$ cat config.mk
export PLATFORM = sky130hd
export DESIGN_NAME = bhp_front_flat
export DESIGN_NICKNAME = d
export VERILOG_FILES = /design/src/hw/rtl/bhp_if.sv /design/src/hw/rtl/bhp_front.sv /design/src/flat_wrapper.sv
export SDC_FILE = /design/constraint.sdc
export NUM_CORES = 1
export LEC_CHECK = 0
export BUFFER_PORTS_ARGS = -buffer_cell sky130_fd_sc_hd__buf_2
export CELL_PAD_IN_SITES_DETAIL_PLACEMENT = 0
export CELL_PAD_IN_SITES_GLOBAL_PLACEMENT = 1
export CORE_ASPECT_RATIO = 0.7
export CORE_UTILIZATION = 35
export CTS_CLUSTER_SIZE = 12
export DETAILED_ROUTE_END_ITERATION = 10
export PLACE_DENSITY = 0.73
export SETUP_SLACK_MARGIN = 0.2
export SLEW_MARGIN = 20
export SYNTH_ARGS = -nofsm -noshare
export SYNTH_HDL_FRONTEND = slang
export SYNTH_SLANG_ARGS = --single-unit
$ cat constraint.sdc
create_clock -name clk_i -period 6.75 [get_ports clk_i]
set_clock_uncertainty 0.05 [all_clocks]
set_input_delay 1.35 -clock clk_i [delete_from_list [all_inputs] [get_ports clk_i]]
set_output_delay 1.35 -clock clk_i [all_outputs]
set_load 0.01 [all_outputs]
$ cat src/hw/rtl/bhp_if.sv
`timescale 1ns / 1ps
// Valid/ready stream interfaces for input and output samples.
interface bhp_in_if #(
  parameter int SAMPLE_WIDTH = 24
);
  logic                           valid;
  logic                           ready;
  logic signed [SAMPLE_WIDTH-1:0] sample_in;

  modport source (output valid, output sample_in, input ready);
  modport sink (input valid, input sample_in, output ready);
endinterface


$ cat src/hw/rtl/bhp_front.sv
`timescale 1ns / 1ps
// Input front end: accepts sample transactions into a two-entry queue.
module bhp_front #(
  parameter int SAMPLE_WIDTH = 24
) (
  input  logic     clk_i,
  input  logic     rst_ni,
  input  logic     hold_i,
  bhp_in_if.sink   in_i,
  bhp_in_if.source q_o
);

  logic signed [SAMPLE_WIDTH-1:0] slot_q [2];
  logic       wr_ptr_q, wr_ptr_d;
  logic       rd_ptr_q, rd_ptr_d;
  logic [1:0] count_q, count_d;
  logic       push, pop;

  assign in_i.ready  = (count_q != 2'd2) && !hold_i;
  assign q_o.valid   = (count_q != 2'd0);
  assign q_o.sample_in = slot_q[rd_ptr_q];

  assign push = in_i.valid && in_i.ready;
  assign pop  = q_o.valid && q_o.ready;

  always_comb begin
    wr_ptr_d = push ? ~wr_ptr_q : wr_ptr_q;
    rd_ptr_d = pop ? ~rd_ptr_q : rd_ptr_q;
    count_d  = count_q + {1'b0, push} - {1'b0, pop};
  end

  always_ff @(posedge clk_i or negedge rst_ni) begin
    if (!rst_ni) begin
      wr_ptr_q <= 1'b0;
      rd_ptr_q <= 1'b0;
      count_q  <= 2'd0;
    end else begin
      wr_ptr_q <= wr_ptr_d;
      rd_ptr_q <= rd_ptr_d;
      count_q  <= count_d;
    end
  end

  always_ff @(posedge clk_i) begin
    if (push) begin
      slot_q[wr_ptr_q] <= in_i.sample_in;
    end
  end

endmodule

$ cat src/flat_wrapper.sv
// flat-port wrapper written by rule: the top's interface ports become plain ports
module bhp_front_flat 
#(
  parameter int SAMPLE_WIDTH = 24
)
  (clk_i, rst_ni, hold_i, in_i_valid, in_i_sample_in, in_i_ready, q_o_valid, q_o_sample_in, q_o_ready);
  bhp_in_if #(.SAMPLE_WIDTH(SAMPLE_WIDTH)) in_i_i ();
  bhp_in_if #(.SAMPLE_WIDTH(SAMPLE_WIDTH)) q_o_i ();
  input  logic clk_i;
  input  logic rst_ni;
  input  logic hold_i;
  input wire logic [$bits(in_i_i.valid)-1:0] in_i_valid;
  input wire logic [$bits(in_i_i.sample_in)-1:0] in_i_sample_in;
  output wire logic [$bits(in_i_i.ready)-1:0] in_i_ready;
  output wire logic [$bits(q_o_i.valid)-1:0] q_o_valid;
  output wire logic [$bits(q_o_i.sample_in)-1:0] q_o_sample_in;
  input wire logic [$bits(q_o_i.ready)-1:0] q_o_ready;
  assign in_i_i.valid = in_i_valid;
  assign in_i_i.sample_in = in_i_sample_in;
  assign in_i_ready = in_i_i.ready;
  assign q_o_valid = q_o_i.valid;
  assign q_o_sample_in = q_o_i.sample_in;
  assign q_o_i.ready = q_o_ready;
  bhp_front #(.SAMPLE_WIDTH(SAMPLE_WIDTH)) u_core (.clk_i(clk_i), .rst_ni(rst_ni), .hold_i(hold_i), .in_i(in_i_i), .q_o(q_o_i));
endmodule
After elaboration in Yosys (flattened, before gate mapping). Memory sizes are Yosys's and may differ from the RTL's. Index checks and enable logic that the tools add are counted.

Register bits: 4. RAM bits: 48. Input bits: 29. Output and inout port bits: 26. Logic and storage cells: 16. Memories kept: 1.

Memories: u_core.slot_q (depth 2, width 24, read ports 1, clocked after memory_dff 0, wr ports 1, RTL line bhp_front.sv:13) `logic signed [SAMPLE_WIDTH-1:0] slot_q [2];`.

$add $sub $neg: 2. Eq/ne operators: 1. Multiplexer cells: 2. Bitwise operators: 2. Reductions and logical operators: 5.

Operators with widths (count): 1-bit logical AND (3); 2-bit by 1-bit adder with 2-bit output (1); 1-bit 2-to-1 mux (2); 2-bit != test, second input constant (1); 1-bit inverter (2); 2-bit nonzero test (1); 2-bit by 1-bit subtractor with 2-bit output (1); 1-bit logical NOT (1).

Depth between registers and ports, before layout.
Depth in word-level cells: 5. Mapped depth: 7. Mapped depth without buffers: 7.

Worst setup path before layout. No wires, ideal clock.

Path type: input -> register. Start: input hold_i. End: memory u_core.slot_q[0][0], enable pin. Library setup time: 0.408 ns. Data arrival time: 2.728 ns. Data required time: 6.292 ns. Slack: 3.564 ns. Stages on the path: 2. Buffers on the path: 0. Path through: nor3b_4 -> nor2b_1.

Word-level cells in the longest chain between the ends: 5.

Ends and longest elaborated chain: start: declaration (RTL line flat_wrapper.sv:11) `input logic hold_i;`; 1-bit logical NOT (RTL line bhp_front.sv:19) `assign in_i.ready = (count_q != 2'd2) && !hold_i;`; 1-bit logical AND (RTL line bhp_front.sv:19); 1-bit logical AND (RTL line bhp_front.sv:23) `assign push = in_i.valid && in_i.ready;`; 1-bit 2-to-1 mux (RTL line bhp_front.sv:45) `if (push) begin`; 1-bit 2-to-1 mux (implied by the code) (RTL line bhp_front.sv:46) `slot_q[wr_ptr_q] <= in_i.sample_in;`; end: declaration (RTL line bhp_front.sv:13).

No other way between the ends.

Worst setup path in the final report.
Start: register u_core.rd_ptr_q. End: output q_o_sample_in[22].

Word-level cells in the longest chain between the ends: 1.

Ends and longest elaborated chain: start: declaration (RTL line bhp_front.sv:15) `logic rd_ptr_q, rd_ptr_d;`; start signal: assignment (RTL line bhp_front.sv:39) `rd_ptr_q <= rd_ptr_d;`; memory read 2 x 24 bit; end: declaration (RTL line flat_wrapper.sv:16) `output wire logic [$bits(q_o_i.sample_in)-1:0] q_o_sample_in;`.

No other way between the ends.

==> summary.txt <==
Detailed routing
  – Antenna-violating nets left: 0
  – Vias per cell: 4.37
  – Average wire per standard cell: 14.3 um
  – TritonRoute pass-1 iters: 4
  – DRC violations left: 0
  – Via Count: 991
  – Initial drt markers: 37
  – Drt total wl: 3240 um

Clock network
  – Total CTS buffers: 5
  – CTS Hold Buffers Added: 0
  – # Post-CTS Setup Buffers: 0
  – Htree depth: 2
  – Clk_lat worst skew: 0.29 ns
  – Root Driver: clkbuf_8
  – Maximum clock path buffer count: 2
  – CTS resizes: 0
  – Sink Count: 52
  – Clock slew at reported path FFs: 0.08 ns
  – CTS tree: yes

Timing
  – RSZ-0062 raised after global routing: no
  – Peak Freq: 302 MHz
  – Hold_ws: 0.450 ns
  – Setup TNS: 0 ns
  – Finish-stage setup viols: 0
  – Ratio of final minimum period to clock period: 49.1%
  – Min Tclk post-route: 3.31 ns
  – Slew Limit Fails: 0
  – Setup WS post-layout: 3.44 ns
  – Worst-Margin Slew: 0.648 ns
  – Final hold violation count: 0
  – Relative slew margins: 56.8%

Placed design
  – Cell count after placement: 219
  – PortBufs: 54
  – DP Area: 2390 um^2
  – Global placer's final weighted congestion: 0.654
  – Dpl ws: 3.62 ns

Outcome
  – Status: complete, no violations

Global routing
  – Largest net degree at the start of global routing: 25
  – Initial antenna violation count: 0
  – GR Layer Usage met2: 20.3%
  – GR Util All Layers: 11.0%
  – GRT Max-Usage Layer: met2
  – Global-route wire length before repair: 4910 um
  – Vias in the first global route: 1084
  – Met3 Usage GRT: 4.25%
  – GRT overflow: 0
  – GRT met1 Usage: 11.7%

Worst setup path
  – CP Max Fanout: 13
  – Arr. time, crit path: 1.91 ns
  – Critical Path Source Type: flip-flop
  – Worst setup path class: reg2out
  – WP data required: 5.35 ns
  – R2r setup slk: 4.97 ns
  – Critical Path End Type: primary output

Synthesis
  – Yosys warning count: 0
  – Mean Syn Cell Area: 21.8 um^2
  – #FFs+latches synth: 52
  – Post-Syn Nets: 125
  – Post-synthesis instance total: 94
  – Register area share after synthesis: 75.3%
  – Cell Area, Synth: 2050 um^2
  – Cell variety after synth: 16

Hold path
  – HP Class: reg2reg

Floorplanning
  – Core Rows: 22
  – Die ar.: 6170 um^2
  – Die Width: 93.4 um
  – Initial Util: 37.8%
  – Die height: 66.0 um
  – Core area: 5420 um^2
  – IO Pins: 55

Final layout
  – Final Util: 46.1%
  – Area grow syn2layout: 22.1%
  – Post-route cell area: 2500 um^2
  – Finished Layout Cells: 227
  – # diodes: 0
  – Proportion of layout cells with a drive suffix above 1: 59.4%
  – Post-layout nets: 185

Power and ir drop
  – Power Total: 0.929 mW
  – Pwr/cell area: 372 nW/um^2
  – VDD IR-drop max: 0.000142 V
  – P_sw: 0.255 mW
  – Clock share of power: 21.5%
  – Sw frac: 27.4%
  – P_int: 0.675 mW
  – Share of power burned in combinational logic: 31.1%
  – Sequential Power Share: 47.4%
  – Pleak: 1.01 nW

Job
  – Max Cap Violations: 0
[synth_stat cells]
| cell type | number | area share (%) |
|---|---|---|
| or2_1 | 1 | 0.31 |
| ha_1 | 2 | 1.2 |
| nor2b_1 | 1 | 0.31 |
| nor2b_4 | 1 | 0.67 |
| and2_4 | 1 | 0.43 |
| edfxtp_1 | 48 | 70 |
| dfrtp_1 | 4 | 4.9 |
| mux2_2 | 5 | 2.7 |
| nor2_1 | 1 | 0.18 |
| nor3b_4 | 1 | 0.92 |
| inv_1 | 2 | 0.37 |
| mux2_4 | 19 | 14 |
| buf_6 | 3 | 1.6 |
| and2_1 | 1 | 0.31 |
| xnor2_1 | 2 | 0.86 |
| xor2_1 | 2 | 0.86 |
[final cells by class]
type	count	area (um^2)
fillers	471	2920
flip-flops and latches	52	1540
multi-input cells	37	469
repair buffers	56	285
well taps	72	90.1
clock buffers	6	72.6
clock inverters	2	35.0
inverters	2	7.51
[registers in the layout, summed over array words and instances (netlist names)]
name / count
u_core.count_q: 2
u_core.rd_ptr_q: 1
u_core.slot_q: 48
u_core.wr_ptr_q: 1
[worst max-delay path, cell delays in order, from the launching register on]
cell,delay (ns)
dfrtp_1,0.76
buf_4,0.38
mux2_4,0.34
buf_2,0.14
[final timing paths]
check,startpoint,end,cells past startpoint
max,u_core.rd_ptr_q$_DFFE_PN0P_,q_o_sample_in[22],3
min,u_core.count_q[1]$_DFF_PN0_,u_core.count_q[1]$_DFF_PN0_,1
max reg2reg,u_core.count_q[1]$_DFF_PN0_,u_core.slot_q[1][10]$_DFFE_PP_,3
min reg2reg,u_core.count_q[1]$_DFF_PN0_,u_core.count_q[1]$_DFF_PN0_,1
max in group asynchronous,rst_ni,u_core.wr_ptr_q$_DFFE_PN0N_,1
min in group asynchronous,rst_ni,u_core.count_q[1]$_DFF_PN0_,1
[logic make-up (layout without fill, tap and decap cells)]
logic type | Yosys count | after routing | synth area share [%]
adder cells (fa/ha/maj) | 2 | 2 | 1.22
buffers and inverters | 5 | 66 | 2.02
XOR/XNOR | 4 | 4 | 1.71
flip-flops | 52 | 52 | 75.3
AND/OR/NAND/NOR | 7 | 7 | 3.12
multiplexers | 24 | 24 | 16.7
[routing by layer]
| layer | up-vias | share of wire (%) | wire (um) |
|---|---|---|---|
| li1 | 474 | - | - |
| met1 | 473 | 40 | 1290 |
| met2 | 42 | 51 | 1670 |
| met3 | 2 | 7.9 | 257 |
| met4 | 0 | 0.65 | 21 |
| met5 | - | 0 | 0 |
[power by group through the flow]
| stage | combinational (mW) | clock [mW] | sequential (mW) |
|---|---|---|---|
| 6_report | 0.289 | 0.200 | 0.441 |
| 5_1_grt | 0.313 | 0.220 | 0.446 |
| 4_1_cts | 0.294 | 0.207 | 0.443 |
| 3_5_place_dp | 0.293 | 0 | 0.450 |
| 3_3_place_gp | 0.283 | 0 | 0.446 |
| 2_1_floorplan | 0.230 | 0 | 0.428 |
[cell usage in the layout, fill, tap and decap left out, drive strengths merged]
cell type,count
buf,56
edfxtp,48
mux2,24
clkbuf,6
dfrtp,4
inv,2
xnor2,2
xor2,2
ha,2
nor2b,2
and2,2
nor2,1
or2,1
nor3b,1
bufinv,1
clkinv,1
No activity file was read; power rests on OpenSTA's default activity.
