==> src/hw/rtl/bhp_pkg.sv <==
`timescale 1ns / 1ps
// Shared types and constants for the Butterworth highpass biquad core.
package bhp_pkg;

  localparam int OMEGA_W   = 24;
  localparam int COEF_W    = 32;
  localparam int COEF_FRAC = 30;
  localparam int W2_W      = 2 * OMEGA_W;
  localparam int SP_W      = OMEGA_W + 31;
  localparam int S_W       = SP_W - 10;
  localparam int DIV_W     = 50;
  localparam int QUO_W     = 32;
  localparam int DIV_STEPS = COEF_FRAC + 1;
  localparam int CNT_W     = $clog2(DIV_STEPS);

  localparam logic [30:0]      SQRT2_Q30 = 31'd1518500250;
  localparam logic [DIV_W-1:0] ONE_Q40   = {{(DIV_W - 41){1'b0}}, 1'b1, 40'd0};

  typedef struct packed {
    logic signed [COEF_W-1:0] b0;
    logic signed [COEF_W-1:0] a1;
    logic signed [COEF_W-1:0] a2;
  } coef_t;

  typedef enum logic [2:0] {
    C_IDLE,
    C_PROD,
    C_SUM,
    C_LOAD,
    C_DIV,
    C_STORE
  } coef_state_e;

  typedef enum logic [1:0] {
    SEL_B0,
    SEL_A2,
    SEL_A1
  } coef_sel_e;

  typedef enum logic [2:0] {
    M_IDLE,
    M_MUL_B,
    M_MUL_A1,
    M_MUL_A2,
    M_FIN
  } mac_state_e;

endpackage

==> src/hw/rtl/bhp_coef.sv <==
`timescale 1ns / 1ps
// Coefficient unit: derives b0, a1, a2 from omega with a serial divider.
module bhp_coef (
  input  logic                        clk_i,
  input  logic                        rst_ni,
  input  logic                        cfg_we_i,
  input  logic [bhp_pkg::OMEGA_W-1:0] cfg_wdata_i,
  output bhp_pkg::coef_t              coef_o,
  output logic                        busy_o
);

  localparam int DW = bhp_pkg::DIV_W;
  localparam int QW = bhp_pkg::QUO_W;

  bhp_pkg::coef_state_e state_q, state_d;
  bhp_pkg::coef_sel_e   sel_q;
  bhp_pkg::coef_t       coef_q;

  logic [bhp_pkg::OMEGA_W-1:0] omega_q;
  logic [bhp_pkg::W2_W-1:0]    w2_q;
  logic [bhp_pkg::SP_W-1:0]    sp_q;
  logic [DW-1:0]               den_q, n2_q, mag_q, rem_q;
  logic                        a1_neg_q;
  logic [QW-1:0]               quo_q;
  logic [bhp_pkg::CNT_W-1:0]   cnt_q;

  logic [bhp_pkg::S_W-1:0] s_val;
  logic [DW-1:0]           w2_ext, s_ext, num, rem_sh;
  logic                    ld_ge, step_ge;
  logic [QW:0]             rnd;
  logic [QW-1:0]           mag_r, pos_c, neg_c;
  logic                    do_prod, do_sum, do_load, do_step, do_store;

  always_comb begin
    state_d = state_q;
    if (cfg_we_i) begin
      state_d = bhp_pkg::C_PROD;
    end else begin
      unique case (state_q)
        bhp_pkg::C_IDLE:  state_d = bhp_pkg::C_IDLE;
        bhp_pkg::C_PROD:  state_d = bhp_pkg::C_SUM;
        bhp_pkg::C_SUM:   state_d = bhp_pkg::C_LOAD;
        bhp_pkg::C_LOAD:  state_d = bhp_pkg::C_DIV;
        bhp_pkg::C_DIV: begin
          if (cnt_q == bhp_pkg::CNT_W'(bhp_pkg::DIV_STEPS - 1)) state_d = bhp_pkg::C_STORE;
        end
        bhp_pkg::C_STORE: begin
          state_d = (sel_q == bhp_pkg::SEL_A1) ? bhp_pkg::C_IDLE : bhp_pkg::C_LOAD;
        end
        default:          state_d = bhp_pkg::C_IDLE;
      endcase
    end
  end

  always_comb begin
    busy_o   = 1'b1;
    do_prod  = 1'b0;
    do_sum   = 1'b0;
    do_load  = 1'b0;
    do_step  = 1'b0;
    do_store = 1'b0;
    unique case (state_q)
      bhp_pkg::C_IDLE:  busy_o   = 1'b0;
      bhp_pkg::C_PROD:  do_prod  = 1'b1;
      bhp_pkg::C_SUM:   do_sum   = 1'b1;
      bhp_pkg::C_LOAD:  do_load  = 1'b1;
      bhp_pkg::C_DIV:   do_step  = 1'b1;
      bhp_pkg::C_STORE: do_store = 1'b1;
      default:          busy_o   = 1'b0;
    endcase
  end

  // s = sqrt2 * w, rounded half up to Q.40
  assign s_val  = bhp_pkg::S_W'((({1'b0, sp_q}) + (bhp_pkg::SP_W + 1)'(512)) >> 10);
  assign w2_ext = DW'(w2_q);
  assign s_ext  = DW'(s_val);

  always_comb begin
    unique case (sel_q)
      bhp_pkg::SEL_B0: num = bhp_pkg::ONE_Q40;
      bhp_pkg::SEL_A2: num = n2_q;
      bhp_pkg::SEL_A1: num = mag_q;
      default:         num = bhp_pkg::ONE_Q40;
    endcase
  end

  assign ld_ge   = (num >= den_q);
  assign rem_sh  = {rem_q[DW-2:0], 1'b0};
  assign step_ge = (rem_sh >= den_q);

  assign rnd   = ({1'b0, quo_q} + (QW + 1)'(1)) >> 1;
  assign mag_r = rnd[QW-1:0];
  assign pos_c = mag_r[QW-1] ? {1'b0, {(QW - 1){1'b1}}} : mag_r;
  assign neg_c = QW'(0) - mag_r;

  always_ff @(posedge clk_i or negedge rst_ni) begin
    if (!rst_ni) begin
      state_q <= bhp_pkg::C_IDLE;
      sel_q   <= bhp_pkg::SEL_B0;
      omega_q <= '0;
      coef_q  <= '0;
    end else begin
      state_q <= state_d;
      if (cfg_we_i) omega_q <= cfg_wdata_i;
      if (do_sum) begin
        sel_q <= bhp_pkg::SEL_B0;
      end else if (do_store) begin
        unique case (sel_q)
          bhp_pkg::SEL_B0: begin
            coef_q.b0 <= pos_c;
            sel_q     <= bhp_pkg::SEL_A2;
          end
          bhp_pkg::SEL_A2: begin
            coef_q.a2 <= pos_c;
            sel_q     <= bhp_pkg::SEL_A1;
          end
          bhp_pkg::SEL_A1: begin
            coef_q.a1 <= a1_neg_q ? neg_c : pos_c;
            sel_q     <= bhp_pkg::SEL_B0;
          end
          default: sel_q <= bhp_pkg::SEL_B0;
        endcase
      end
    end
  end

  always_ff @(posedge clk_i) begin
    if (do_prod) begin
      w2_q <= omega_q * omega_q;
      sp_q <= bhp_pkg::SP_W'(omega_q) * bhp_pkg::SP_W'(bhp_pkg::SQRT2_Q30);
    end
    if (do_sum) begin
      den_q    <= w2_ext + s_ext + bhp_pkg::ONE_Q40;
      n2_q     <= w2_ext + bhp_pkg::ONE_Q40 - s_ext;
      a1_neg_q <= (w2_ext < bhp_pkg::ONE_Q40);
      mag_q    <= (w2_ext < bhp_pkg::ONE_Q40) ? ((bhp_pkg::ONE_Q40 - w2_ext) << 1)
                                             : ((w2_ext - bhp_pkg::ONE_Q40) << 1);
    end
    if (do_load) begin
      rem_q <= ld_ge ? (num - den_q) : num;
      quo_q <= QW'(ld_ge);
      cnt_q <= '0;
    end
    if (do_step) begin
      rem_q <= step_ge ? (rem_sh - den_q) : rem_sh;
      quo_q <= {quo_q[QW-2:0], step_ge};
      cnt_q <= cnt_q + bhp_pkg::CNT_W'(1);
    end
  end

  assign coef_o = coef_q;

endmodule

==> config.mk <==
export PLATFORM = sky130hd
export DESIGN_NAME = bhp_coef
export DESIGN_NICKNAME = d
export VERILOG_FILES = /design/src/hw/rtl/bhp_pkg.sv /design/src/hw/rtl/bhp_coef.sv
export SDC_FILE = /design/constraint.sdc
export NUM_CORES = 2
export LEC_CHECK = 0
export BUFFER_PORTS_ARGS = -buffer_cell sky130_fd_sc_hd__buf_2
export CAP_MARGIN = 20
export CORE_MARGIN = 2
export CORE_UTILIZATION = 60
export CTS_BUF_LIST = sky130_fd_sc_hd__clkbuf_8
export CTS_CLUSTER_SIZE = 16
export DETAILED_ROUTE_END_ITERATION = 8
export PLACE_DENSITY_LB_ADDON = 0.12
export RECOVER_POWER = 25
export SYNTH_ARGS = -nofsm -noshare
export SYNTH_HDL_FRONTEND = slang
export SYNTH_SLANG_ARGS = --single-unit
export TNS_END_PERCENT = 10
==> constraint.sdc <==
create_clock -name clk_i -period 8.2 [get_ports clk_i]
set_input_delay 1.64 -clock clk_i [delete_from_list [all_inputs] [get_ports clk_i]]
set_output_delay 1.64 -clock clk_i [all_outputs]
set_load 0.02 [all_outputs]
After elaboration in Yosys (flattened, before gate mapping):

Index checks and enable logic that the tools add are counted.

* bits in latches: 0
* bits in writable memories: 0
* ROM bits: 0
* output and inout bits: 97
* logic and storage cells: 74
* memories: 0
* bits of input ports: 27
* bits in registers: 464

* order comparisons: 3
* shift operators: 0
* reduce and logical (&&, ||, !) cells: 7
* $add $sub $neg: 12
* equal/unequal tests: 9
* multiplexer cells: 25
* multiply operators: 2
* divide/modulo/power cells: 0
* bitwise operators: 1

Operator list (count)
* two-way mux 49 bit: 4
* greater-or-equal comparator 50 bit: 2
* one-hot mux 50 bit (2 select lines): 1
* subtractor 49 bit: 2
* two-way mux 32 bit: 3
* adder 55 x 10 -> 55 bit (second input constant): 1
* multiplier 24 x 30 -> 54 bit (second input constant): 1
* adder 49 x 41 -> 50 bit (second input constant): 1
* two-way mux 50 bit: 1
* subtractor 49 x 45 -> 50 bit: 1
* adder 48 x 41 -> 49 bit (second input constant): 1
* adder 48 x 45 -> 49 bit: 1
* subtractor 41 x 48 -> 49 bit (first input constant): 1
* subtractor 48 x 41 -> 49 bit (second input constant): 1
* < comparator 48 x 41 -> 1 bit (second input constant): 1
* multiplier 24 x 24 -> 48 bit: 1
* adder 32 x 1 -> 33 bit (second input constant): 1
* subtractor 1 x 32 -> 32 bit (first input constant): 1
* two-way mux 31 bit: 1
* one-hot mux 3 bit (5 select lines): 1
* two-way mux 5 bit: 2
* AND reduction 3 bit: 3
* equality test 3 x 2 -> 1 bit (second input constant): 2
* equality test 3 bit (second input constant): 2
* 14 further kinds: 23

Depth between registers and ports, before layout:

* depth in word-level cells: 6
* gate-level depth with buffers: 31
* mapped depth without buffers: 30

Worst setup path before layout:

OpenSTA, ideal clock, no wires.

* path kind: flip-flop to flip-flop
* from: register state_q[0]
* to: register sp_q[10] (netlist bit) (enable)
* buffers on the path: 1
* arrival time: 7.386 ns
* clock period less this slack: 8.063 ns
* required time: 7.522 ns
* setup time: 0.678 ns
* stages on the path, launching flop included: 3
* slack: 0.137 ns
* cells stage by stage: dfrtp_1 -> clkbuf_1 -> nor3b_1

* cells in the longest elaborated chain, start to end: 2

RTL lines
* from (decl): RTL line bhp_coef.sv:15 `bhp_pkg::coef_state_e state_q, state_d;`
* from (signal assigned): RTL line bhp_coef.sv:98 `state_q <= bhp_pkg::C_IDLE;`
* from (signal assigned): RTL line bhp_coef.sv:103 `state_q <= state_d;`
* equality test 3 x 1 -> 1 bit: RTL line bhp_coef.sv:62 `unique case (state_q)`
* two-way mux 1 bit: RTL line bhp_coef.sv:62
* to (signal assigned): RTL line bhp_coef.sv:130 `sp_q <= bhp_pkg::SP_W'(omega_q) * bhp_pkg::SP_W'(bhp_pkg::SQRT2_Q30);`
* to (decl): RTL line bhp_coef.sv:21 `logic [bhp_pkg::SP_W-1:0] sp_q;`

Every way passes these cells.
A chain may end at the register's enable or synchronous reset.

Final worst setup path:

* from: register omega_q[0] (netlist bit)
* to: register w2_q[47] (netlist bit), data pin

* cells in the longest elaborated chain, start to end: 1

RTL lines
* from (decl): RTL line bhp_coef.sv:19 `logic [bhp_pkg::OMEGA_W-1:0] omega_q;`
* from (signal assigned): RTL line bhp_coef.sv:104 `if (cfg_we_i) omega_q <= cfg_wdata_i;`
* multiplier 24 x 24 -> 48 bit: RTL line bhp_coef.sv:129 `w2_q <= omega_q * omega_q;`
* to (signal assigned): RTL line bhp_coef.sv:129
* to (decl): RTL line bhp_coef.sv:20 `logic [bhp_pkg::W2_W-1:0] w2_q;`

Every way passes these cells.

==> results.yml <==
outcome:
  status: "complete, but fails checks"
  violations: "max-capacitance violations, max-slew violations"
route:
  num_vias: 43613
  drcViolationCount: 0
  avgRoutedWirePerCell_um: 20.3
  wl_um: 156000
  vias_per_cell: 5.67
  drt_first_pass_iters: 5
  drt-initial-drc-count: 3103
  ant_nets: 0
critical_path:
  end_kind: "flop"
  worst-path-max-fanout: 7
  critPathLaunchType: "flop"
  worst-r2r-setup-slack_ns: 0.26
  cp.required_ns: 8.69
  critPathArrivalTime_ns: 8.43
  critPathSlowestCell: "fa_1"
  critPathMaxStageDelay_ns: 0.55
  crit_type: "flop to flop"
floorplanning:
  dieArea_sq_um: 101000
  core_region_area_sq_um: 98000
  start_util: 0.604
  die-width_um: 318
  rows: 115
  dieHeight_um: 318
  ios: 124
synth:
  synth_edf_count: 327
  yosysMostFrequentCell: "inv_1"
  synth-async-reset-ratio: 0.273
  synthCells: 6233
  ys_warn_count: 0
  synth_ff_type: "edfxtp_1"
  ys_types: 106
  synth-seq-area-share: 0.218
  yosysTopAreaCell: "fa_1"
  ys_ff_latch: 450
  synth_area_sq_um: 59100
  ys_top_cells_by_area: "fa_1 (23%), edfxtp_1 (17%), ha_1 (16%)"
  netlist.area_leader.share: 0.228
  synth_area_per_cell_sq_um: 9.49
  netlist_top_cells_count: "inv_1 (1,144), ha_1 (771), fa_1 (675)"
layout:
  drive_above_1_share: 0.0635
  fin_util: 0.642
  nNetsFinal: 7825
  syn_to_final_growth_pct: 6.41
  design_area_sq_um: 62900
timing:
  fin_crit_ns: 7.94
  min_period_over_period: 0.968
  timing.final.max_slew_violations: 280
  setup_violations: 0
  tightest_slew_ns: 4.10
  grt_setup_unrepaired: "no"
  max_freq_ghz: 0.126
  slew_headroom: -1.73
  fin_tns_setup_ns: 0
  finalWorstSetupSlack_ns: 0.262
  skew_ns: 0.0683
  hold_viol: 0
global_routing:
  grt.total_usage: 0.312
  antenna_found_initial: 3
  grt_pass1_vias: 44419
  grt_pass1_wl_um: 246000
  grt_max_degree: 88
  grt-ovfl-total: 0
placed_design:
  place_hpwl_um: 130000
  globalplace.congestion: 0.984
  port_buffers: 121
  pre_cts_ws_ns: 0.285
  placed_cell_area_sq_um: 61400
worst_hold_path:
  worstHoldPathType: "flop to flop"
cts:
  cts_tree: "yes"
  clock_path_buffers: 3
  clock_latency_ns: 0.75
  cts_root_buffer: "clkbuf_8"
  numCtsBuffers: 79
  postCtsSetupBuffers: 0
  cts_max_level: 3
  hold_buffers: 0
  cts.sinks: 450
  clk_pin_slew_ns: 0.06
job:
  drv_cap: 5
final timing paths:
path / start / end / cells after the start
setup / recovery: omega_q[0] / w2_q[47] / 28
hold / removal: coef_o[93] / coef_o[93] / 2
setup reg to reg: omega_q[0] / w2_q[47] / 28
hold reg to reg: coef_o[93] / coef_o[93] / 2
max in group asynchronous: rst_ni / omega_q[10] / 2
min in group asynchronous: rst_ni / coef_o[87] / 1
repair_timing:
item,CTS,global route
resized for setup,0,4
setup endpoints to repair,0,1
hold endpoints to repair,0,0
registers in the layout (all words and copies together) (netlist names):
signal    flops
mag_q        49
cnt_q         5
rem_q        49
n2_q         49
sel_q         2
w2_q         47
sp_q         46
den_q        49
a1_neg_q      1
quo_q        32
omega_q      24
coef_o       94
state_q       3
logic make-up after synthesis:
group,synth area share
adders and majority gates,0.392
and+or+nand+nor,0.110
buffers and inverters,0.0860
AOI/OAI and AO/OA,0.128
DFF,0.218
xor gates and xnor gates,0.0604
muxes,0.00605
other,0.0000634
layout by cell type (no fill, tap or decap), types with 36 or more instances in the layout:
cell,Yosys,layout
inv_1,1144,1174
ha_1,771,770
fa_1,675,675
nand2_1,479,476
a21oi_1,357,357
nor2_1,353,352
edfxtp_1,327,327
o21ai_0,264,264
xnor2_1,250,250
a21o_1,174,174
xor2_1,158,158
dfrtp_1,123,121
buf_2,17,119
nor2b_1,97,97
nand3_1,86,86
clkbuf_8,0,85
buf_4,11,84
and2_1,81,79
and3_1,64,64
a22oi_1,54,54
a211oi_1,50,50
nand4_1,48,48
nor3_1,48,47
o31ai_1,37,37
o21bai_1,36,36
through the flow:
stage,hold slack (ns),instances
CTS,0.477,7693
floorplan,0.524,6234
detailed placement,0.464,7556
finish,0.471,7697
global placement,0.456,7556
global route,0.494,7697
area by class of cell:
type	count	area (sq um)
Multi-Input combinational cell	4448	41200
Clock inverter	52	319
Timing Repair Buffer	217	1390
Sequential cell	450	12900
Fill cell	8328	35000
Inverter	1156	4340
Tap cell	1287	1610
Antenna cell	2	5.00
Clock buffer	85	1170
metal layers:
layer,wire length [um],vias up,GRT usage
met5,0,-,0
met3,8290,302,0.0371
met1,68900,21219,0.428
met2,71800,1282,0.505
li1,-,20810,-
met4,7260,0,0.133
critical path: cells and delay by family (launching register included):
family | cells | cell delay, ns
adder cells (fa/ha/maj) | 8 | 3.41
flip-flops | 1 | 0.38
AND/OR/NAND/NOR | 1 | 0.09
XOR/XNOR | 1 | 0.11
buffers and inverters | 7 | 1.07
AO/OA/AOI/OAI | 11 | 2.63
Power is left out: the tool's default activity adds up to more than one toggle a clock period on the data nets, which glitch-free logic cannot reach.
