[src/hw/rtl/bhp_pkg.sv]
`timescale 1ns / 1ps
// Shared types and constants for the Butterworth highpass biquad core.
package bhp_pkg;

  localparam int OMEGA_W   = 24;
  localparam int COEF_W    = 32;
  localparam int COEF_FRAC = 30;
  localparam int W2_W      = 2 * OMEGA_W;
  localparam int SP_W      = OMEGA_W + 31;
  localparam int S_W       = SP_W - 10;
  localparam int DIV_W     = 50;
  localparam int QUO_W     = 32;
  localparam int DIV_STEPS = COEF_FRAC + 1;
  localparam int CNT_W     = $clog2(DIV_STEPS);

  localparam logic [30:0]      SQRT2_Q30 = 31'd1518500250;
  localparam logic [DIV_W-1:0] ONE_Q40   = {{(DIV_W - 41){1'b0}}, 1'b1, 40'd0};

  typedef struct packed {
    logic signed [COEF_W-1:0] b0;
    logic signed [COEF_W-1:0] a1;
    logic signed [COEF_W-1:0] a2;
  } coef_t;

  typedef enum logic [2:0] {
    C_IDLE,
    C_PROD,
    C_SUM,
    C_LOAD,
    C_DIV,
    C_STORE
  } coef_state_e;

  typedef enum logic [1:0] {
    SEL_B0,
    SEL_A2,
    SEL_A1
  } coef_sel_e;

  typedef enum logic [2:0] {
    M_IDLE,
    M_MUL_B,
    M_MUL_A1,
    M_MUL_A2,
    M_FIN
  } mac_state_e;

endpackage

[src/hw/rtl/bhp_if.sv]
`timescale 1ns / 1ps
// Valid/ready stream interfaces for input and output samples.
interface bhp_in_if #(
  parameter int SAMPLE_WIDTH = 24
);
  logic                           valid;
  logic                           ready;
  logic signed [SAMPLE_WIDTH-1:0] sample_in;

  modport source (output valid, output sample_in, input ready);
  modport sink (input valid, input sample_in, output ready);
endinterface

interface bhp_out_if #(
  parameter int SAMPLE_WIDTH = 24
);
  logic                           valid;
  logic                           ready;
  logic signed [SAMPLE_WIDTH-1:0] sample_out;

  modport source (output valid, output sample_out, input ready);
  modport sink (input valid, input sample_out, output ready);
endinterface

[src/hw/rtl/bhp_back.sv]
`timescale 1ns / 1ps
// Back end: direct form I multiply-accumulate on one shared multiplier.
module bhp_back #(
  parameter int SAMPLE_WIDTH = 24
) (
  input  logic           clk_i,
  input  logic           rst_ni,
  input  bhp_pkg::coef_t coef_i,
  bhp_in_if.sink         q_i,
  bhp_out_if.source      out_o
);

  localparam int SW     = SAMPLE_WIDTH;
  localparam int D_W    = SW + 3;
  localparam int PROD_W = bhp_pkg::COEF_W + D_W;
  localparam int ACC_W  = PROD_W + 2;
  localparam logic signed [ACC_W-1:0] RND = ACC_W'(2 ** (bhp_pkg::COEF_FRAC - 1));

  bhp_pkg::mac_state_e state_q, state_d;

  logic signed [SW-1:0]     x1_q, x2_q, y1_q, y2_q;
  logic signed [D_W-1:0]    d_q, d_val;
  logic signed [PROD_W-1:0] prod_q, mul_p;
  logic signed [ACC_W-1:0]  acc_q, prod_ext, tot, y_wide;
  logic signed [bhp_pkg::COEF_W-1:0] mul_a;
  logic signed [D_W-1:0]    mul_b;
  logic signed [SW-1:0]     y_sat;
  logic [ACC_W-SW:0]        y_hi;
  logic                     out_valid_q;
  logic signed [SW-1:0]     out_data_q;
  logic                     out_free, q_ready, pop, fin_fire;

  assign out_free = !out_valid_q || out_o.ready;
  assign q_i.ready = q_ready;
  assign pop = q_i.valid && q_ready;

  always_comb begin
    state_d = state_q;
    unique case (state_q)
      bhp_pkg::M_IDLE:   if (q_i.valid) state_d = bhp_pkg::M_MUL_B;
      bhp_pkg::M_MUL_B:  state_d = bhp_pkg::M_MUL_A1;
      bhp_pkg::M_MUL_A1: state_d = bhp_pkg::M_MUL_A2;
      bhp_pkg::M_MUL_A2: state_d = bhp_pkg::M_FIN;
      bhp_pkg::M_FIN:    if (out_free) state_d = bhp_pkg::M_IDLE;
      default:           state_d = bhp_pkg::M_IDLE;
    endcase
  end

  always_comb begin
    q_ready  = 1'b0;
    fin_fire = 1'b0;
    mul_a    = '0;
    mul_b    = '0;
    unique case (state_q)
      bhp_pkg::M_IDLE: q_ready = 1'b1;
      bhp_pkg::M_MUL_B: begin
        mul_a = coef_i.b0;
        mul_b = d_q;
      end
      bhp_pkg::M_MUL_A1: begin
        mul_a = coef_i.a1;
        mul_b = D_W'(y1_q);
      end
      bhp_pkg::M_MUL_A2: begin
        mul_a = coef_i.a2;
        mul_b = D_W'(y2_q);
      end
      bhp_pkg::M_FIN: fin_fire = out_free;
      default: q_ready = 1'b0;
    endcase
  end

  // d = x - 2*x1 + x2 (b1 = -2*b0, b2 = b0)
  assign d_val = D_W'(q_i.sample_in) - (D_W'(x1_q) <<< 1) + D_W'(x2_q);
  assign mul_p = PROD_W'(mul_a) * PROD_W'(mul_b);

  assign prod_ext = ACC_W'(prod_q);
  assign tot      = acc_q - prod_ext + RND;
  assign y_wide   = tot >>> bhp_pkg::COEF_FRAC;
  assign y_hi     = y_wide[ACC_W-1:SW-1];

  always_comb begin
    if ((&y_hi) || !(|y_hi)) begin
      y_sat = y_wide[SW-1:0];
    end else if (y_wide[ACC_W-1]) begin
      y_sat = {1'b1, {(SW - 1){1'b0}}};
    end else begin
      y_sat = {1'b0, {(SW - 1){1'b1}}};
    end
  end

  always_ff @(posedge clk_i or negedge rst_ni) begin
    if (!rst_ni) begin
      state_q     <= bhp_pkg::M_IDLE;
      x1_q        <= '0;
      x2_q        <= '0;
      y1_q        <= '0;
      y2_q        <= '0;
      out_valid_q <= 1'b0;
    end else begin
      state_q <= state_d;
      if (pop) begin
        x1_q <= q_i.sample_in;
        x2_q <= x1_q;
      end
      if (fin_fire) begin
        y1_q        <= y_sat;
        y2_q        <= y1_q;
        out_valid_q <= 1'b1;
      end else if (out_o.ready) begin
        out_valid_q <= 1'b0;
      end
    end
  end

  always_ff @(posedge clk_i) begin
    if (pop) d_q <= d_val;
    // last product stays put while the result waits for the output register
    if (state_q != bhp_pkg::M_FIN) prod_q <= mul_p;
    if (state_q == bhp_pkg::M_MUL_A1) acc_q <= prod_ext;
    if (state_q == bhp_pkg::M_MUL_A2) acc_q <= acc_q - prod_ext;
    if (fin_fire) out_data_q <= y_sat;
  end

  assign out_o.valid      = out_valid_q;
  assign out_o.sample_out = out_data_q;

endmodule

[src/flat_wrapper.sv]
// flat-port wrapper written by rule: the top's interface ports become plain ports
module bhp_back_flat 
#(
  parameter int SAMPLE_WIDTH = 24
)
  (clk_i, rst_ni, coef_i, q_i_valid, q_i_sample_in, q_i_ready, out_o_valid, out_o_sample_out, out_o_ready);
  bhp_in_if #(.SAMPLE_WIDTH(SAMPLE_WIDTH)) q_i_i ();
  bhp_out_if #(.SAMPLE_WIDTH(SAMPLE_WIDTH)) out_o_i ();
  input  logic clk_i;
  input  logic rst_ni;
  input  bhp_pkg::coef_t coef_i;
  input wire logic [$bits(q_i_i.valid)-1:0] q_i_valid;
  input wire logic [$bits(q_i_i.sample_in)-1:0] q_i_sample_in;
  output wire logic [$bits(q_i_i.ready)-1:0] q_i_ready;
  output wire logic [$bits(out_o_i.valid)-1:0] out_o_valid;
  output wire logic [$bits(out_o_i.sample_out)-1:0] out_o_sample_out;
  input wire logic [$bits(out_o_i.ready)-1:0] out_o_ready;
  assign q_i_i.valid = q_i_valid;
  assign q_i_i.sample_in = q_i_sample_in;
  assign q_i_ready = q_i_i.ready;
  assign out_o_valid = out_o_i.valid;
  assign out_o_sample_out = out_o_i.sample_out;
  assign out_o_i.ready = out_o_ready;
  bhp_back #(.SAMPLE_WIDTH(SAMPLE_WIDTH)) u_core (.clk_i(clk_i), .rst_ni(rst_ni), .coef_i(coef_i), .q_i(q_i_i), .out_o(out_o_i));
endmodule
[config.mk]
export PLATFORM = sky130hd
export DESIGN_NAME = bhp_back_flat
export DESIGN_NICKNAME = d
export VERILOG_FILES = /design/src/hw/rtl/bhp_pkg.sv /design/src/hw/rtl/bhp_if.sv /design/src/hw/rtl/bhp_back.sv /design/src/flat_wrapper.sv
export SDC_FILE = /design/constraint.sdc
export NUM_CORES = 2
export LEC_CHECK = 0
export BUFFER_PORTS_ARGS = -buffer_cell sky130_fd_sc_hd__buf_2
export CORE_ASPECT_RATIO = 1.5
export CORE_MARGIN = 4
export CORE_UTILIZATION = 34
export DETAILED_ROUTE_END_ITERATION = 10
export PLACE_DENSITY = 0.48
export SETUP_SLACK_MARGIN = 0.15
export SYNTH_ARGS = -nofsm -noshare
export SYNTH_HDL_FRONTEND = slang
export SYNTH_SLANG_ARGS = --single-unit
[constraint.sdc]
create_clock -name clk_i -period 10 [get_ports clk_i]
set_clock_uncertainty 0.05 [all_clocks]
set_input_delay 0 -clock clk_i [delete_from_list [all_inputs] [get_ports clk_i]]
set_output_delay 0 -clock clk_i [all_outputs]
set_load 0.02 [all_outputs]
==> Word-level counts from Yosys, hierarchy flattened <==
Index checks and enable logic that the tools add are counted.
{ "op_classes": {"n_addsub": 4, "n_mul": 1, "eq_ne": 7, "n_mux": 13, "n_reduce_logical": 11} }
{ "op_table": {"columns": ["op", "count"], "rows": [
  ["2-to-1 mux 61 bit", 2],
  ["case mux 32 bit (3 select lines)", 1],
  ["case mux 27 bit (3 select lines)", 1],
  ["adder 61 x 31 -> 61 bit, second input constant", 1],
  ["subtractor 61 x 59 -> 61 bit", 1],
  ["multiplier 32 x 27 -> 59 bit", 1],
  ["2-to-1 mux 24 bit", 2],
  ["adder 26 x 24 -> 27 bit", 1],
  ["subtractor 24 x 25 -> 26 bit", 1],
  ["case mux 3 bit (5 select lines)", 1],
  ["AND reduction 8 bit", 1],
  ["OR reduction 8 bit", 1],
  ["equality test 3 x 2 -> 1 bit, second input constant", 2],
  ["2-to-1 mux 3 bit", 2],
  ["2-to-1 mux 1 bit", 4],
  ["nonzero test 2 bit", 2],
  ["equality test 3 x 1 -> 1 bit, second input constant", 1],
  ["equality test 3 bit, second input constant", 1],
  ["logical NOT 3 bit", 1],
  ["!= test 3 bit, second input constant", 1],
  ["logical NOT 1 bit", 2],
  ["logical OR 1 bit", 2],
  ["!= test 2 x 1 -> 1 bit, second input constant", 1],
  ["!= test 2 bit, second input constant", 1],
  ["2 further kinds", 2]
]} }
{ "totals": {"reg_bits": 271, "input_bits": 124, "out_inout_bits": 26} }

==> Logic depth before layout (Yosys ltp) <==
{ "depth": {"word_depth": 6, "ltp_mapped": 39} }

==> Worst setup path before layout <==
OpenSTA, ideal clock, no wires.
{ "synth_path": {"path_type": "register to register", "start": "reg u_core.state_q[0]", "end": "reg u_core.prod_q[55], data pin", "setup_ps": 274, "arrival_time_ps": 8859, "setup_slack_ps": 816, "path_stages_with_launch": 37, "n_path_buf": 4, "path_cell_list": "dfrtp_1 -> clkbuf_1 -> nor2b_1 -> clkbuf_1 -> clkbuf_1 -> nand2_1 -> a21oi_1 -> clkbuf_1 -> nand2_1 -> fa_1 -> inv_1 -> fa_1 -> fa_1 -> ha_1 -> inv_1 -> fa_1 -> inv_1 -> fa_1 -> inv_1 -> fa_1 -> inv_1 -> ha_1 -> a21o_1 -> a21o_1 -> a2111oi_0 -> o31ai_1 -> a221oi_1 -> a21oi_1 -> o31ai_1 -> o21ai_0 -> a21oi_1 -> o2111ai_1 -> a31oi_1 -> o21bai_1 -> nand3_1 -> mux2i_1 -> a221oi_1"} }
{ "synth_via": {"elab_chain_len": 3} }
{ "synth_lines": {"columns": ["item", "line_no", "rtl"], "rows": [
  ["start, declared", "bhp_back.sv:19", "bhp_pkg::mac_state_e state_q, state_d;"],
  ["start signal, assigned", "bhp_back.sv:94", "state_q <= bhp_pkg::M_IDLE;"],
  ["start signal, assigned", "bhp_back.sv:101", "state_q <= state_d;"],
  ["equality test 3 x 2 -> 1 bit or equality test 3 x 1 -> 1 bit (tied branches)", "bhp_back.sv:54", "unique case (state_q)"],
  ["case mux 32 bit (3 select lines) or case mux 27 bit (3 select lines) (tied branches)", "bhp_back.sv:54", null],
  ["multiplier 32 x 27 -> 59 bit *", "bhp_back.sv:75", "assign mul_p = PROD_W'(mul_a) * PROD_W'(mul_b);"],
  ["via u_core.mul_p[55]", "bhp_back.sv:23", "logic signed [PROD_W-1:0] prod_q, mul_p;"],
  ["end signal, assigned", "bhp_back.sv:119", "if (state_q != bhp_pkg::M_FIN) prod_q <= mul_p;"],
  ["end, declared", "bhp_back.sv:23", null]
]} }
The timed path passes the listed nets; every way through them passes the cells marked *.
A chain may end at the register's enable or synchronous reset.

==> Final worst setup path <==
Ends and elaborated chain as after synthesis.

==> run_results.csv <==
group,metric,value,unit
yosys,synth-simple-area-share,0.1367,
yosys,synth_top_family_by_area,"adder cells",
cells_and_area,num-nets-final,6727,
yosys,ys_seq_area_frac,0.1607,
global_route,grt.total_usage,0.2329,
floorplanning,start_util,0.3431,
route,wire_per_inst,23.07,um
setup_path,startpoint_type,"flip-flop",
floorplanning,io_pins,150,
yosys,yosysUniqueCellTypes,82,
yosys,yosysMostFrequentCell,"inv_1",
setup_path,rr_worst_depth,33,
cells_and_area,final_util,0.3810,
global_route,grt_pass1_wl,253300,um
sta,setup_violations,0,
setup_path,end_kind,"flip-flop",
yosys,avgSynthCellArea,9.017,sq um
worst_hold_path,min-delay-start,"q_i_sample_in[3]",
yosys,synthCells,5271,
setup_path,rr_startpoint,"u_core.state_q[0]",
yosys,synth-edff-count,171,
route,avgViaCountPerCell,5.048,
yosys,synthArstFlopShare,0.3690,
setup_path,reg2reg_to,"u_core.prod_q[55]",
placement,place.gp.congestion,0.9745,
global_route,grt_max_degree,70,
clock_tree,cts_tree,"built",
setup_path,critPathKind,"flip-flop to flip-flop",
outcome,status,"finished, final reports clean",
placement,hpwlAfterDp,139100,um
floorplanning,fp.dieH,465.9,um
yosys,synth_area_leader_cell,"fa_1",
floorplanning,coreArea,138500,sq um
setup_path,max_stage_delay,0.56,ns
sta,drv_slew,0,
worst_hold_path,holdPathEnd,"u_core.x1_q[3]",
setup_path,crit_top_cell,"fa_1",
cells_and_area,drive_above_1_share,0.1044,
route,vias,36950,
yosys,synthesis.nets,6561,
yosys,synth_area_leaders,"fa_1 38%, edfxtp_1 11%, inv_1 8.8%",
floorplanning,die_w,313.3,um
yosys,netlist_area,47530,sq um
yosys,ys_ff_latch,271,
setup_path,cp.arrival,9.78,ns
global_route,grt_antenna_before_repair,4,
sta,slew_headroom,0.2996,
setup_path,crit_slowest_cell,"or2_2",
sta,hold_viol,0,
floorplanning,die_area,146000,sq um
yosys,synthDominantCellAreaShare,0.3837,
placement,portBuffers,149,
sta,finalCritPeriodShare,0.9399,
floorplanning,rows,167,
clock_tree,numCtsBuffers,29,
clock_tree,cts_root_buf,"clkbuf_16",
yosys,yosys-mux-area-fraction,0.02517,
sta,fmax,0.1064,GHz
global_route,gr-total-overflow,0,
yosys,synthXorXnorAreaFrac,0.02817,
yosys,synth_warnings,0,
setup_path,regToRegSetupSlack,0.60,ns
sta,period_needed,9.399,ns
yosys,synth_commonest_cells,"1,118 x inv_1, 911 x fa_1, 817 x nand2_1",
worst_hold_path,holdPathStages,3,
yosys,synth_compound_area_frac,0.08953,
setup_path,crit_fanout,18,
worst_hold_path,hold_class,"input pin to flip-flop",
clock_tree,clkTransAtPathRegs,0.07,ns
global_route,grt_pass1_vias,40380,
clock_tree,htree_levels,1,
route,ant_nets,0,
clock_tree,clockBufferDepth,3,
job,cap_violations,0,
route,drc,0,
setup_path,required,10.38,ns
clock_tree,worst_skew_pair.late_latency,0.60,ns
route,drtPass1Iterations,6,
cells_and_area,final.fill_count,14230,
cells_and_area,area_growth,11.06,%
route,drt-initial-drc-count,2446,
clock_tree,cts_num_sinks,271,
route,wl,168900,um
sta,tightest_slew,1.043,ns
sta,timing.hold.ws,0.1316,ns
yosys,synth-adder-area-share,0.4508,
yosys,ys.flop_type,"edfxtp_1",
sta,rsz0062_at_grt,"no",
-- how the worst max path moves through the flow --
stage	startpoint	to	slack [ns]	cells after the start
2_1_floorplan	u_core.state_q[0]	u_core.prod_q[55]	0.82	36
3_3_place_gp	u_core.state_q[0]	u_core.prod_q[55]	-0.17	37
3_5_place_dp	u_core.state_q[0]	u_core.prod_q[55]	-0.25	37
4_1_cts	u_core.state_q[0]	u_core.prod_q[55]	0.17	37
5_1_grt	u_core.state_q[2]	u_core.prod_q[58]	0.18	31
6_report	u_core.state_q[0]	u_core.prod_q[55]	0.60	33
-- worst max-delay path, delay by kind of cell (launching register included) --
family	cells	cell delay [ns]
mux	2	0.50
flops	1	0.46
compound gates	10	1.94
buf+inv	7	0.94
simple gates	6	1.41
fa+ha+maj	8	3.88
-- logic make-up (layout without fill, tap and decap cells) --
group	count (synthesis)	after routing
buffers and inverters	1362	1550
adders and majority gates	1166	1166
AOI/OAI and AO/OA	647	647
DFF	271	271
muxes	107	107
xor gates and xnor gates	152	152
and+or+nand+nor	1566	1566
other	0	2
-- state kept, by name, indices dropped and copies added, names as in the netlist --
| register | count |
|---|---|
| u_core.acc_q | 61 |
| u_core.d_q | 27 |
| u_core.out_o.sample_out | 24 |
| u_core.out_o.valid | 1 |
| u_core.prod_q | 59 |
| u_core.state_q | 3 |
| u_core.x1_q | 24 |
| u_core.x2_q | 24 |
| u_core.y1_q | 24 |
| u_core.y2_q | 24 |
-- routing by layer --
metal | part of all wire | vias up | global-route usage
li1 | - | 16530 | -
met1 | 0.38 | 18950 | 0.2706
met2 | 0.51 | 1103 | 0.4237
met3 | 0.044 | 367 | 0.02003
met4 | 0.069 | 4 | 0.1267
met5 | 0.000083 | - | 0
-- stage by stage --
step                setup slack [ns]  std cells  TNS (ns)  cell area (sq um)
floorplan                     0.8165       5271         0              47530
global route                  0.1801       7318         0              52780
finish                        0.6011       7320         0              52790
detailed placement           -0.2495       7232   -0.7925              51440
CTS                           0.1724       7314         0              52700
global placement             -0.1661       7231   -0.4280              51440
-- area by class of cell --
type | count | area [sq um] | share of cell area
multi-input combinational | 3638 | 34900 | 0.6611
sequential | 271 | 7644 | 0.1448
inverter | 1120 | 4204 | 0.07964
timing repair buffer | 377 | 2766 | 0.05241
tap | 1859 | 2326 | 0.04406
clock buffer | 32 | 737.0 | 0.01396
clock inverter | 21 | 206.4 | 0.003911
antenna | 2 | 5.005 | 0.00009481
-- repair_timing --
item	in CTS	in global routing
hold buffers	29	0
gates cloned	0	0
buffers inserted	0	4
resized for setup	2	17
endpoints found under the hold margin	87	0
pin swaps	0	0
endpoints found under the setup margin	5	11
-- placed cells by master, fill, tap and decap left out, drive strengths merged, types with 56 or more instances in the layout --
cell type / synthesis / final
o21ai: 136 / 136
edfxtp: 171 / 171
nand2: 817 / 817
nor3: 56 / 56
a21oi: 185 / 185
dfrtp: 100 / 100
xnor2: 108 / 108
ha: 255 / 255
mux2: 100 / 100
inv: 1119 / 1123
buf: 43 / 349
fa: 911 / 911
a21o: 105 / 105
nor2: 483 / 483
Power is not shown: default switching activity piles up to over one toggle a cycle in this logic, so the estimate is an artifact.
